[src/sv/vvts_pkg.sv]
// ----------------------------------------------------------------------------
// vvts_pkg
// Types and constants used by the vertical timing sequencer.
// ----------------------------------------------------------------------------
package vvts_pkg;

	// frame geometry defaults
	localparam int FRAME_LINES_DEF = 525;
	localparam int SYNC_LINES_DEF  = 2;

	// field and counter widths
	localparam int VIS_W   = 9;
	localparam int HRES_W  = 11;
	localparam int CNT_W   = 10;
	localparam int PTR_W   = 14;
	localparam int WORDS_W = 6;

	// limits and fixed numbers of the sequence
	localparam logic [VIS_W-1:0]  MAX_VISIBLE = 9'd480;
	localparam logic [HRES_W-1:0] MAX_HRES    = 11'd1024;
	localparam logic [8:0]        PRE_TRIM    = 9'd12;
	localparam logic [HRES_W:0]   WORD_ROUND  = 12'd31;
	localparam int                WORD_SHIFT  = 5;    // 32 pixels per word

	// configuration port
	localparam int APB_DATA_W = 32;
	localparam int APB_ADDR_W = 3;
	localparam int REG_IDX_W  = 1;
	localparam logic [REG_IDX_W-1:0] REG_VISIBLE_LINES = 1'd0;
	localparam logic [REG_IDX_W-1:0] REG_HRES_PIXELS   = 1'd1;

	// vertical phases in frame order
	typedef enum logic [1:0] {
		PH_BOTTOM  = 2'd0,
		PH_SYNC    = 2'd1,
		PH_TOP     = 2'd2,
		PH_VISIBLE = 2'd3
	} phase_t;

	// one line result
	typedef struct packed {
		logic             vsync_level;
		logic             line_visible;
		logic [PTR_W-1:0] line_word_offset;
		logic [1:0]       phase_now;
	} res_t;

endpackage

[src/sv/vvts_tick_if.sv]
// ----------------------------------------------------------------------------
// vvts_tick_if
// Line tick request channel with valid/ready handshake.
// ----------------------------------------------------------------------------
interface vvts_tick_if;

	logic valid;
	logic ready;
	logic line_tick;

	modport source (output valid, output line_tick, input ready);
	modport sink   (input valid, input line_tick, output ready);

endinterface

[src/sv/vvts_line_if.sv]
// ----------------------------------------------------------------------------
// vvts_line_if
// Per-line result channel with valid/ready handshake.
// ----------------------------------------------------------------------------
interface vvts_line_if;

	logic        valid;
	logic        ready;
	logic        vsync_level;
	logic        line_visible;
	logic [13:0] line_word_offset;
	logic [1:0]  phase_now;

	modport source (
		output valid, output vsync_level, output line_visible,
		output line_word_offset, output phase_now, input ready
	);
	modport sink (
		input valid, input vsync_level, input line_visible,
		input line_word_offset, input phase_now, output ready
	);

endinterface

[src/sv/vga_vertical_timing_sequencer.sv]
// ----------------------------------------------------------------------------
// vga_vertical_timing_sequencer
// Steps bottom blank, sync, top blank and visible phases once per line tick
// and reports sync level, visibility and framebuffer word offset per line.
// ----------------------------------------------------------------------------
//
//  channel    dir   handshake            payload
//  tick_in    in    valid / ready        line_tick
//  line_out   out   valid / ready        vsync_level, line_visible,
//                                        line_word_offset, phase_now
//  apb        in    psel/penable/pready  visible_lines (0x0), hres_pixels (0x4)
//
// One request is taken per cycle while tick_in.ready is high; its result is
// registered in the output register, or in the skid register if the output
// is held. The phase/count/pointer update is combinational.
// A skid register behind the output register keeps tick_in.ready high while
// one result waits; ready drops only when both hold a result.
// arst_n clears phase to bottom blank, count to 1, pointer to 0, vsync high,
// and the registers to 480 lines and 640 pixels.
//
module vga_vertical_timing_sequencer #(
	parameter int FRAME_LINES = vvts_pkg::FRAME_LINES_DEF,
	parameter int SYNC_LINES  = vvts_pkg::SYNC_LINES_DEF
) (
	input  logic                              clk,
	input  logic                              arst_n,
	vvts_tick_if.sink                         tick_in,
	vvts_line_if.source                       line_out,
	input  logic                              psel,
	input  logic                              penable,
	input  logic                              pwrite,
	input  logic [vvts_pkg::APB_ADDR_W-1:0]   paddr,
	input  logic [vvts_pkg::APB_DATA_W-1:0]   pwdata,
	output logic [vvts_pkg::APB_DATA_W-1:0]   prdata,
	output logic                              pready
);
	import vvts_pkg::*;

	localparam logic [CNT_W-1:0] FRAME_C = CNT_W'(FRAME_LINES);
	localparam logic [CNT_W-1:0] SYNC_C  = CNT_W'(SYNC_LINES);

	// configuration registers
	logic [VIS_W-1:0]     visible_lines_q;
	logic [HRES_W-1:0]    hres_pixels_q;
	logic                 cfg_wr;
	logic [REG_IDX_W-1:0] reg_idx;

	// sequencer state
	phase_t           phase_q, phase_d;
	logic [CNT_W-1:0] lines_left_q, lines_left_d;
	logic [PTR_W-1:0] ptr_q, ptr_d;
	logic             vsync_q, vsync_d;

	// derived line counts
	logic [VIS_W-1:0]   vis_eff;
	logic [CNT_W-1:0]   blank;
	logic [8:0]         blank_half;
	logic [CNT_W-1:0]   pre_cnt;
	logic [CNT_W-1:0]   post_cnt;
	logic [HRES_W-1:0]  hres_eff;
	logic [HRES_W:0]    hres_round;
	logic [WORDS_W-1:0] words;

	// output register and skid stage
	res_t res_d, out_q, skid_q;
	logic out_valid_q, skid_valid_q;
	logic tick_acc, tick_fire, out_free;

	// config write and readback
	assign pready  = 1'b1;
	assign cfg_wr  = psel & penable & pwrite & pready;
	assign reg_idx = paddr[APB_ADDR_W-1:2];

	always_ff @(posedge clk or negedge arst_n) begin
		if (!arst_n) begin
			visible_lines_q <= MAX_VISIBLE;
			hres_pixels_q   <= 11'd640;
		end else if (cfg_wr) begin
			case (reg_idx)
				REG_VISIBLE_LINES: visible_lines_q <= pwdata[VIS_W-1:0];
				REG_HRES_PIXELS:   hres_pixels_q   <= pwdata[HRES_W-1:0];
				default: ;
			endcase
		end
	end

	always_comb begin
		case (reg_idx)
			REG_VISIBLE_LINES: prdata = APB_DATA_W'(visible_lines_q);
			REG_HRES_PIXELS:   prdata = APB_DATA_W'(hres_pixels_q);
			default:           prdata = '0;
		endcase
	end

	// visible count clamped to 1..480, blank split around the sync pulse
	always_comb begin
		if (visible_lines_q == '0)
			vis_eff = 9'd1;
		else if (visible_lines_q > MAX_VISIBLE)
			vis_eff = MAX_VISIBLE;
		else
			vis_eff = visible_lines_q;
		blank      = FRAME_C - CNT_W'(vis_eff) - SYNC_C;
		blank_half = blank[CNT_W-1:1];
		pre_cnt    = (blank_half > PRE_TRIM) ? CNT_W'(blank_half - PRE_TRIM)
		                                     : CNT_W'(1);
		post_cnt   = blank - pre_cnt;
	end

	// words per line, resolution clamped to 1024
	always_comb begin
		hres_eff   = (hres_pixels_q > MAX_HRES) ? MAX_HRES : hres_pixels_q;
		hres_round = {1'b0, hres_eff} + WORD_ROUND;
		words      = hres_round[WORD_SHIFT +: WORDS_W];
	end

	assign tick_in.ready = ~skid_valid_q;
	assign tick_acc      = tick_in.valid & tick_in.ready;
	assign tick_fire     = tick_acc & tick_in.line_tick;

	// phase work, line report and count-down
	always_comb begin
		phase_d      = phase_q;
		lines_left_d = lines_left_q;
		ptr_d        = ptr_q;
		vsync_d      = vsync_q;
		res_d.line_word_offset = '0;
		if (tick_fire) begin
			case (phase_q)
				PH_BOTTOM: ptr_d   = '0;
				PH_SYNC:   vsync_d = 1'b0;
				PH_TOP:    vsync_d = 1'b1;
				PH_VISIBLE: ptr_d  = ptr_q + PTR_W'(words);
				default: ;
			endcase
			if (lines_left_q <= CNT_W'(1)) begin
				case (phase_q)
					PH_BOTTOM:  lines_left_d = SYNC_C;
					PH_SYNC:    lines_left_d = post_cnt;
					PH_TOP:     lines_left_d = CNT_W'(vis_eff);
					PH_VISIBLE: lines_left_d = pre_cnt;
					default:    lines_left_d = CNT_W'(1);
				endcase
				phase_d = phase_t'(phase_q + 2'd1);
			end else begin
				lines_left_d = lines_left_q - CNT_W'(1);
			end
		end
		res_d.vsync_level  = vsync_d;
		res_d.line_visible = (phase_q == PH_VISIBLE);
		res_d.phase_now    = phase_q;
		if (phase_q == PH_VISIBLE)
			res_d.line_word_offset = ptr_q;
	end

	always_ff @(posedge clk or negedge arst_n) begin
		if (!arst_n) begin
			phase_q      <= PH_BOTTOM;
			lines_left_q <= CNT_W'(1);
			ptr_q        <= '0;
			vsync_q      <= 1'b1;
		end else begin
			phase_q      <= phase_d;
			lines_left_q <= lines_left_d;
			ptr_q        <= ptr_d;
			vsync_q      <= vsync_d;
		end
	end

	// output register with skid stage behind it
	assign out_free = ~out_valid_q | line_out.ready;

	always_ff @(posedge clk or negedge arst_n) begin
		if (!arst_n) begin
			out_valid_q  <= 1'b0;
			skid_valid_q <= 1'b0;
		end else if (out_free) begin
			out_valid_q  <= skid_valid_q | tick_acc;
			skid_valid_q <= 1'b0;
		end else if (tick_acc) begin
			skid_valid_q <= 1'b1;
		end
	end

	always_ff @(posedge clk) begin
		if (out_free) begin
			out_q <= skid_valid_q ? skid_q : res_d;
		end else if (tick_acc) begin
			skid_q <= res_d;
		end
	end

	assign line_out.valid            = out_valid_q;
	assign line_out.vsync_level      = out_q.vsync_level;
	assign line_out.line_visible     = out_q.line_visible;
	assign line_out.line_word_offset = out_q.line_word_offset;
	assign line_out.phase_now        = out_q.phase_now;

	// skid stage only fills behind a held output
	a_skid_behind_out: assert property (@(posedge clk) disable iff (!arst_n)
		skid_valid_q |-> out_valid_q)
		else $error("skid holds a result while output register is empty");

	// sync level is low only around the sync phase
	a_vsync_phase: assert property (@(posedge clk) disable iff (!arst_n)
		!vsync_q |-> (phase_q == PH_SYNC || phase_q == PH_TOP))
		else $error("vsync low outside sync and top blank");

	// bottom blank line rewinds the pointer
	a_rewind: assert property (@(posedge clk) disable iff (!arst_n)
		(tick_fire && phase_q == PH_BOTTOM) |=> (ptr_q == '0))
		else $error("pointer not rewound in bottom blank");

	// line count never runs empty
	a_count_nonzero: assert property (@(posedge clk) disable iff (!arst_n)
		lines_left_q != '0)
		else $error("line count reached zero");

endmodule
[src/flat_wrapper.sv]
// flat-port wrapper written by rule: the top's interface ports become plain ports
module vga_vertical_timing_sequencer_flat import vvts_pkg::*;
#(
	parameter int FRAME_LINES = vvts_pkg::FRAME_LINES_DEF,
	parameter int SYNC_LINES  = vvts_pkg::SYNC_LINES_DEF
)
  (clk, arst_n, psel, penable, pwrite, paddr, pwdata, prdata, pready, tick_in_valid, tick_in_line_tick, tick_in_ready, line_out_valid, line_out_vsync_level, line_out_line_visible, line_out_line_word_offset, line_out_phase_now, line_out_ready);
  vvts_tick_if tick_in_i ();
  vvts_line_if line_out_i ();
  input  logic clk;
  input  logic arst_n;
  input  logic psel;
  input  logic penable;
  input  logic pwrite;
  input  logic [vvts_pkg::APB_ADDR_W-1:0] paddr;
  input  logic [vvts_pkg::APB_DATA_W-1:0] pwdata;
  output logic [vvts_pkg::APB_DATA_W-1:0] prdata;
  output logic pready;
  input wire logic [$bits(tick_in_i.valid)-1:0] tick_in_valid;
  input wire logic [$bits(tick_in_i.line_tick)-1:0] tick_in_line_tick;
  output wire logic [$bits(tick_in_i.ready)-1:0] tick_in_ready;
  output wire logic [$bits(line_out_i.valid)-1:0] line_out_valid;
  output wire logic [$bits(line_out_i.vsync_level)-1:0] line_out_vsync_level;
  output wire logic [$bits(line_out_i.line_visible)-1:0] line_out_line_visible;
  output wire logic [$bits(line_out_i.line_word_offset)-1:0] line_out_line_word_offset;
  output wire logic [$bits(line_out_i.phase_now)-1:0] line_out_phase_now;
  input wire logic [$bits(line_out_i.ready)-1:0] line_out_ready;
  assign tick_in_i.valid = tick_in_valid;
  assign tick_in_i.line_tick = tick_in_line_tick;
  assign tick_in_ready = tick_in_i.ready;
  assign line_out_valid = line_out_i.valid;
  assign line_out_vsync_level = line_out_i.vsync_level;
  assign line_out_line_visible = line_out_i.line_visible;
  assign line_out_line_word_offset = line_out_i.line_word_offset;
  assign line_out_phase_now = line_out_i.phase_now;
  assign line_out_i.ready = line_out_ready;
  vga_vertical_timing_sequencer #(.FRAME_LINES(FRAME_LINES), .SYNC_LINES(SYNC_LINES)) u_core (.clk(clk), .arst_n(arst_n), .tick_in(tick_in_i), .line_out(line_out_i), .psel(psel), .penable(penable), .pwrite(pwrite), .paddr(paddr), .pwdata(pwdata), .prdata(prdata), .pready(pready));
endmodule
[config.mk]
export PLATFORM = sky130hd
export DESIGN_NAME = vga_vertical_timing_sequencer_flat
export DESIGN_NICKNAME = d
export VERILOG_FILES = /design/src/sv/vvts_pkg.sv /design/src/sv/vvts_tick_if.sv /design/src/sv/vvts_line_if.sv /design/src/sv/vga_vertical_timing_sequencer.sv /design/src/flat_wrapper.sv
export SDC_FILE = /design/constraint.sdc
export NUM_CORES = 1
export LEC_CHECK = 0
export BUFFER_PORTS_ARGS = -buffer_cell sky130_fd_sc_hd__buf_2
export CORE_MARGIN = 2
export CORE_UTILIZATION = 60
export DETAILED_ROUTE_END_ITERATION = 8
export PLACE_DENSITY = 0.85
export SLEW_MARGIN = 20
export SYNTH_ARGS = -nofsm -noshare
export SYNTH_HDL_FRONTEND = slang
export SYNTH_SLANG_ARGS = --single-unit
[constraint.sdc]
create_clock -name clk -period 7.2 [get_ports clk]
set_clock_uncertainty 0.05 [all_clocks]
set_input_delay 1.44 -clock clk [delete_from_list [all_inputs] [get_ports clk]]
set_output_delay 1.44 -clock clk [all_outputs]
set_load 0.02 [all_outputs]
==> metrics, run 1 <==
GR Overflow Total 0; Skew-Pair Late Insertion Delay 0.36 ns; I/O Buffers 50; leakage 2.40 nW; met1 GRT Util 33.4%; Longest Clk Path Bufs 2; routed via count roughly 3800; endpoints failing setup 0; WL final 10500 um; #FFs+latches synth 85; met3 GRT Util between 3 and 4%; Pwr Total between 1.5 and 2 mW; Critical Path AT ~2.2 ns; DPL Wire Length 7590 um; Area Growth Syn to Fin 7.91%; post-route insts no fill 644; CP Capture Type output pin; first-pass GRT wire length 17000 um; Total Negative Setup Slacks 0 ns; top_reg_cell synth dfrtp_1; All-Layer GR Usage 23.6%; RR Endpoint u_core.lines_left_q[9]; post-CTS setup buffer count 0; dpl cells between 600 and 700; Tmin final 3.72 ns; Synth area leader edfxtp_1; max_cap viols 0; Worst setup SP type primary input; Syn. warnings 0; die width 96.4 um; Netlist Area Pre-Place between 5000 and 6000 um^2; max incr delay on CP 0.38 ns; worst hold start u_core.lines_left_q[1]; Finished Core Util 67.0%; crit path kind in -> out; sequential share of the synthesized area 45.2%; HP Class reg -> reg; core area 8260 um^2; DRC 0; # diodes 0; number of global-route vias before repair 3561; Reg-to-Reg Start u_core.visible_lines_q[6]; H-tree levels 3; Top Usage Layer GRT met2; I/O pins between 90 and 100; synth top area cells edfxtp_1 (21%), dfrtp_1 (20%), mux2_2 (9.0%), ha_1 (4.9%), dfstp_2 (4.1%); share of cells above drive strength 1 23.2%; Post-synth EDFFs 36; CTS Sinks 85; DRT antenna net count 0; VDD IR-drop max between 0.15 and 0.2 mV; post-synthesis cell type count 64; Fin Hold WS 0.466 ns; f_max 269 MHz; Worst-Margin Slew 0.921 ns; critical-path cell list buf_2 -> mux2_2 -> buf_2; Req. time, crit path 5.71 ns; share of the synthesized area in the top cell type 21.1%; met2 GRT Util 38.1%; die area approximately 9300 um^2; pwr dens approximately 340 nW/um^2; WHS Path Cells 1; starting density of the core between 60% and 70%; CTS clk-pin slew, worst paths 0.09 ns; Max Slew Vio Count 0; crit-path max FO 16; Placer Congestion 0.916; CTS tree done; synthesized area per cell 10.3 um^2; Nets approximately 600; Synth Instances 496; R2R setup slack 3.63 ns; commonest non-fill, non-tap cell in the layout buf_2; total clock buffers created by CTS 9; commonest non-fill, non-tap cells in the layout buf_2 (49), nor2_1 (43), nand2_1 (41), mux2_2 (41), dfrtp_1 (41); period utilization roughly 52%; Critical Path Most Common Cell buf_2; status completed; Iteration-0 DRC Markers 286; WL per Instance 16.3 um; ys async rst share roughly 58%; Hold EP u_core.lines_left_q[1]; post_cts resized 0; largest net degree at the start of global routing 50; die height 96.4 um; Hold Vio Cnt, Final 0; vias per cell roughly 5.9; Root Driver clkbuf_8; R2R depth 12; post-cts hold buffer count 0; Cell Rows 33; RSZ-0062 raised after global routing no; Slew Limit Headroom 38.6%; DRT Pass-1 Iters 5; antenna violations before repair 0; slowest cell on the critical path mux2_2
==> state kept, by name, indices dropped and copies added, names as in the netlist <==
name and count:
u_core.line_out.line_visible 1, u_core.hres_pixels_q 11, u_core.phase_q 2, u_core.visible_lines_q 9
u_core.line_out.vsync_level 1, u_core.line_out.phase_now 2, u_core.skid_q 18, u_core.line_out.valid 1
u_core.ptr_q 14, u_core.vsync_q 1, u_core.skid_valid_q 1, u_core.lines_left_q 10
u_core.line_out.line_word_offset 14
==> synthesized netlist by cell type (6+ instances only) <==
master    instances
buf_4            24
nor3_1           13
nor2_1           43
nand2_1          41
a21o_1            7
inv_1            18
dfstp_2           8
edfxtp_1         36
clkbuf_1         11
o21ai_0          26
buf_2             7
nand3_1           7
nand4_1           8
a21oi_1          15
xnor2_1          20
ha_1             20
and2_1           17
a211oi_1          6
dfrtp_1          41
mux2_2           41
xor2_1            8
a22oi_1           7
==> metal layers <==
layer | vias to the layer above | part of all wire [%]
met4 | 0 | 1.3
met1 | 1821 | 45
met3 | 15 | 5.3
met5 | - | 0
met2 | 135 | 48
li1 | 1813 | -
==> cells by family after synthesis <==
group / count (synthesis) / synth area share [%]
other: 2 / 0.147
buffers and inverters: 63 / 6.69
AO/OA/AOI/OAI: 91 / 12.3
flip-flops: 85 / 45.2
multiplexers: 43 / 9.40
AND/OR/NAND/NOR: 162 / 15.8
XOR/XNOR: 28 / 4.78
adder cells (fa/ha/maj): 22 / 5.66
==> power breakdown <==
part	switching (mW)	total, mW	internal (mW)
clock	0.197	0.335	0.138
sequential	0.109	0.734	0.625
combinational	0.494	0.835	0.341
total	0.800	1.90	1.10
==> through the flow <==
stage / instance area, um^2 / setup WS, ns
after floorplan: 5200 / 3.30
after global placement: 5320 / 3.50
after detailed placement: 5320 / 3.49
after CTS: 5530 / 3.49
after global routing: 5530 / 3.46
final: 5530 / 3.48
==> worst max-delay path, delay by kind of cell <==
family | cells | cell delay, ns
buffers and inverters | 2 | 0.41
muxes | 1 | 0.38
==> cell type report <==
| type | instances | area, um^2 |
|---|---|---|
| fill | 627 | 2730 |
| inverter | 19 | 71.3 |
| timing repair buffer | 51 | 260 |
| multi-input combinational | 368 | 2550 |
| clock buffer | 9 | 124 |
| tap | 105 | 131 |
| clock inverter | 7 | 81.3 |
| sequential | 85 | 2320 |
==> how the worst max path moves through the flow <==
stage,slack (ns),start,depth (start not counted),endpoint
5_1_grt,3.46,u_core.visible_lines_q[6],12,u_core.lines_left_q[9]
2_1_floorplan,3.30,line_out_ready,2,u_core.skid_q[0]
6_report,3.48,paddr[2],3,prdata[7]
3_5_place_dp,3.49,paddr[2],3,prdata[7]
3_3_place_gp,3.50,paddr[2],3,prdata[6]
4_1_cts,3.49,paddr[2],3,prdata[7]
Note: power is estimated with default switching activity, not from simulation.
==> inputs of run 2 (changes only) <==
--- a/config.mk
+++ b/config.mk
@@ -7,9 +7,9 @@
 export LEC_CHECK = 0
 export BUFFER_PORTS_ARGS = -buffer_cell sky130_fd_sc_hd__buf_2
 export CORE_MARGIN = 2
-export CORE_UTILIZATION = 60
+export CORE_UTILIZATION = 56
 export DETAILED_ROUTE_END_ITERATION = 8
-export PLACE_DENSITY = 0.85
+export PLACE_DENSITY = 0.8
 export SLEW_MARGIN = 20
 export SYNTH_ARGS = -nofsm -noshare
 export SYNTH_HDL_FRONTEND = slang
==> constraint.sdc (replaced) <==
create_clock -name clk -period 3.85 [get_ports clk]
set_clock_uncertainty 0.05 [all_clocks]
set_input_delay 0.77 -clock clk [delete_from_list [all_inputs] [get_ports clk]]
set_output_delay 0.77 -clock clk [all_outputs]
set_load 0.02 [all_outputs]
==> run 2 against run 1 <==
Net effect: final cell count increased by 1.1%; clock power rose by 88%; power rose by 87%; first-iteration DRC count decreased by 31%; setup slack lost 3.0 ns; combinational power up 89%; non-clock buffer count grew 4; sequential power grew 85%; sequential cell count unchanged.
==> metrics, run 2 (synthesized netlist as in run 1, its figures left out) <==
CTS Sinks between 80 and 90; VDD IR-drop max 0.355 mV; DRT Pass-1 Iters 4; CTS tree done; Bufs and invs on worst path 1; Design Area, Final 5560 um^2; die height 99.7 um; WL per Instance 16.1 um; All-Layer GR Usage 22.2%; Req. time, crit path roughly 4 ns; core area 8810 um^2; Reg-to-Reg Start u_core.visible_lines_q[4]; Largest Register u_core.skid_q; endpoints failing setup 0; GR Overflow Total 0; period utilization between 80% and 90%; Fill cells a little over 700; critical-path cell list inv_1 -> xnor2_1 -> nor2_1 -> ha_1 -> nor2_1 -> a22oi_1 -> xnor2_1 -> ha_1 -> a21o_1 -> a21o_1 -> a31o_1 -> nor3b_1 -> or3_1; DRC 0; HP Class in -> async; RSZ-0062 raised after global routing no; Hold Vio Cnt, Final 0; Longest Clk Path Bufs 2; post-CTS setup buffer count 0; DPL Wire Length ~7600 um; share of cells above drive strength 1 23.8%; Cell Rows 34; routed via count 3796; area of the multi-input gates 2550 um^2; total clock buffers created by CTS 9; Area Growth Syn to Fin 8.42%; starting density of the core 58.2%; Skew-Pair Late Insertion Delay about 0.36 ns; first-pass GRT wire length 17700 um; Nets 603; slowest cell on the critical path dfrtp_1; largest net degree at the start of global routing 50; I/O Buffers 50; vias per cell about 5.8; die width 99.7 um; crit-path max FO 11; Slew Limit Headroom a little under two fifths; I/O pins 96; Tmin final 3.32 ns; number of global-route vias before repair 3701; post-cts hold buffer count 0; Worst Setup SP u_core.visible_lines_q[4]; max FFs per register 18; Finished Core Util 63.1%; CP Capture Type flop; Fin Hold WS 0.358 ns; max incr delay on CP ~0.54 ns; Iteration-0 DRC Markers slightly below 200; status completed; post_cts resized 0; Critical Path AT approximately 3.5 ns; WL final 10500 um; Worst-Margin Slew between 0.9 and 1 ns; H-tree levels 3; crit path kind reg -> reg; pwr dens around 640 nW/um^2; commonest non-fill, non-tap cell in the layout buf_2; Placed Area 5360 um^2; Root Driver clkbuf_8; DRT antenna net count 0; CTS clk-pin slew, worst paths 0.10 ns; # diodes 0; Top delay family on crit path compound AO/OA/AOI/OAI gates; commonest non-fill, non-tap cells in the layout buf_2 (49), nor2_1 (43), nand2_1 (41), mux2_2 (41), dfrtp_1 (41); Placer Congestion 0.910; Max Slew Vio Count 0; f_max 301 MHz; die area between 9000 and 10000 um^2; antenna violations before repair 0; leakage about 2.4 nW; max_cap viols 0; Total Negative Setup Slacks 0 ns; Worst setup SP type flop; FF/Latch Area 2320 um^2
-- run 2: changes by cell type in the layout (fill, tap and decap cells not counted), sizes merged --
cell      before  now
buf           51   55
clkinv         6    2
clkinvlp       0    2
inv           20   22
-- run 2: area by class of cell --
class,instances,share of cell area (%)
repair buffers,55,5.22
well taps,108,2.43
clock buffers,9,2.23
multi-input cells,368,45.8
inverters,19,1.28
clock inverters,7,1.33
flip-flops and latches,85,41.7
-- run 2: per-layer routing --
metal	share of wire, %	routed length (um)	vias to the layer above	GRT usage, %
li1	-	-	1819	-
met5	0	0	-	0
met3	5.8	608	17	3.02
met1	46	4880	1819	32.3
met2	46	4830	141	34.3
met4	1.8	191	0	8.11
-- run 2: power breakdown --
group | total [mW] | internal, mW | switching, mW
Sequential | 1.36 | 1.17 | 0.186
Combinational | 1.58 | 0.644 | 0.941
Clock | 0.630 | 0.255 | 0.374
-- run 2: worst paths after layout --
path                                          end  depth (start not counted)  slack, ns
max in group asynchronous       u_core.phase_q[1]                          1       2.93
max                        u_core.lines_left_q[9]                         13       0.53
min reg2reg                u_core.lines_left_q[1]                          1       0.46
min in group clk           u_core.lines_left_q[1]                          1       0.46
min                              u_core.ptr_q[10]                          1       0.36
max reg2reg                u_core.lines_left_q[9]                         13       0.53
-- run 2: per-stage QoR --
step                power (mW)  std cells  worst slack, ns
CTS                       3.56        651            0.554
global placement          2.86        635            0.619
finish                    3.57        651            0.526
detailed placement        2.93        635            0.582
global route              3.81        651            0.296
floorplan                 2.56        516            0.624
-- run 2: worst register-to-register path, stage by stage, from the launching register on --
cell,delay (ns)
dfrtp_1,0.54
inv_1,0.17
xnor2_1,0.16
nor2_1,0.15
ha_1,0.32
nor2_1,0.09
a22oi_1,0.19
xnor2_1,0.20
ha_1,0.32
a21o_1,0.19
a21o_1,0.20
a31o_1,0.21
nor3b_1,0.13
or3_1,0.30
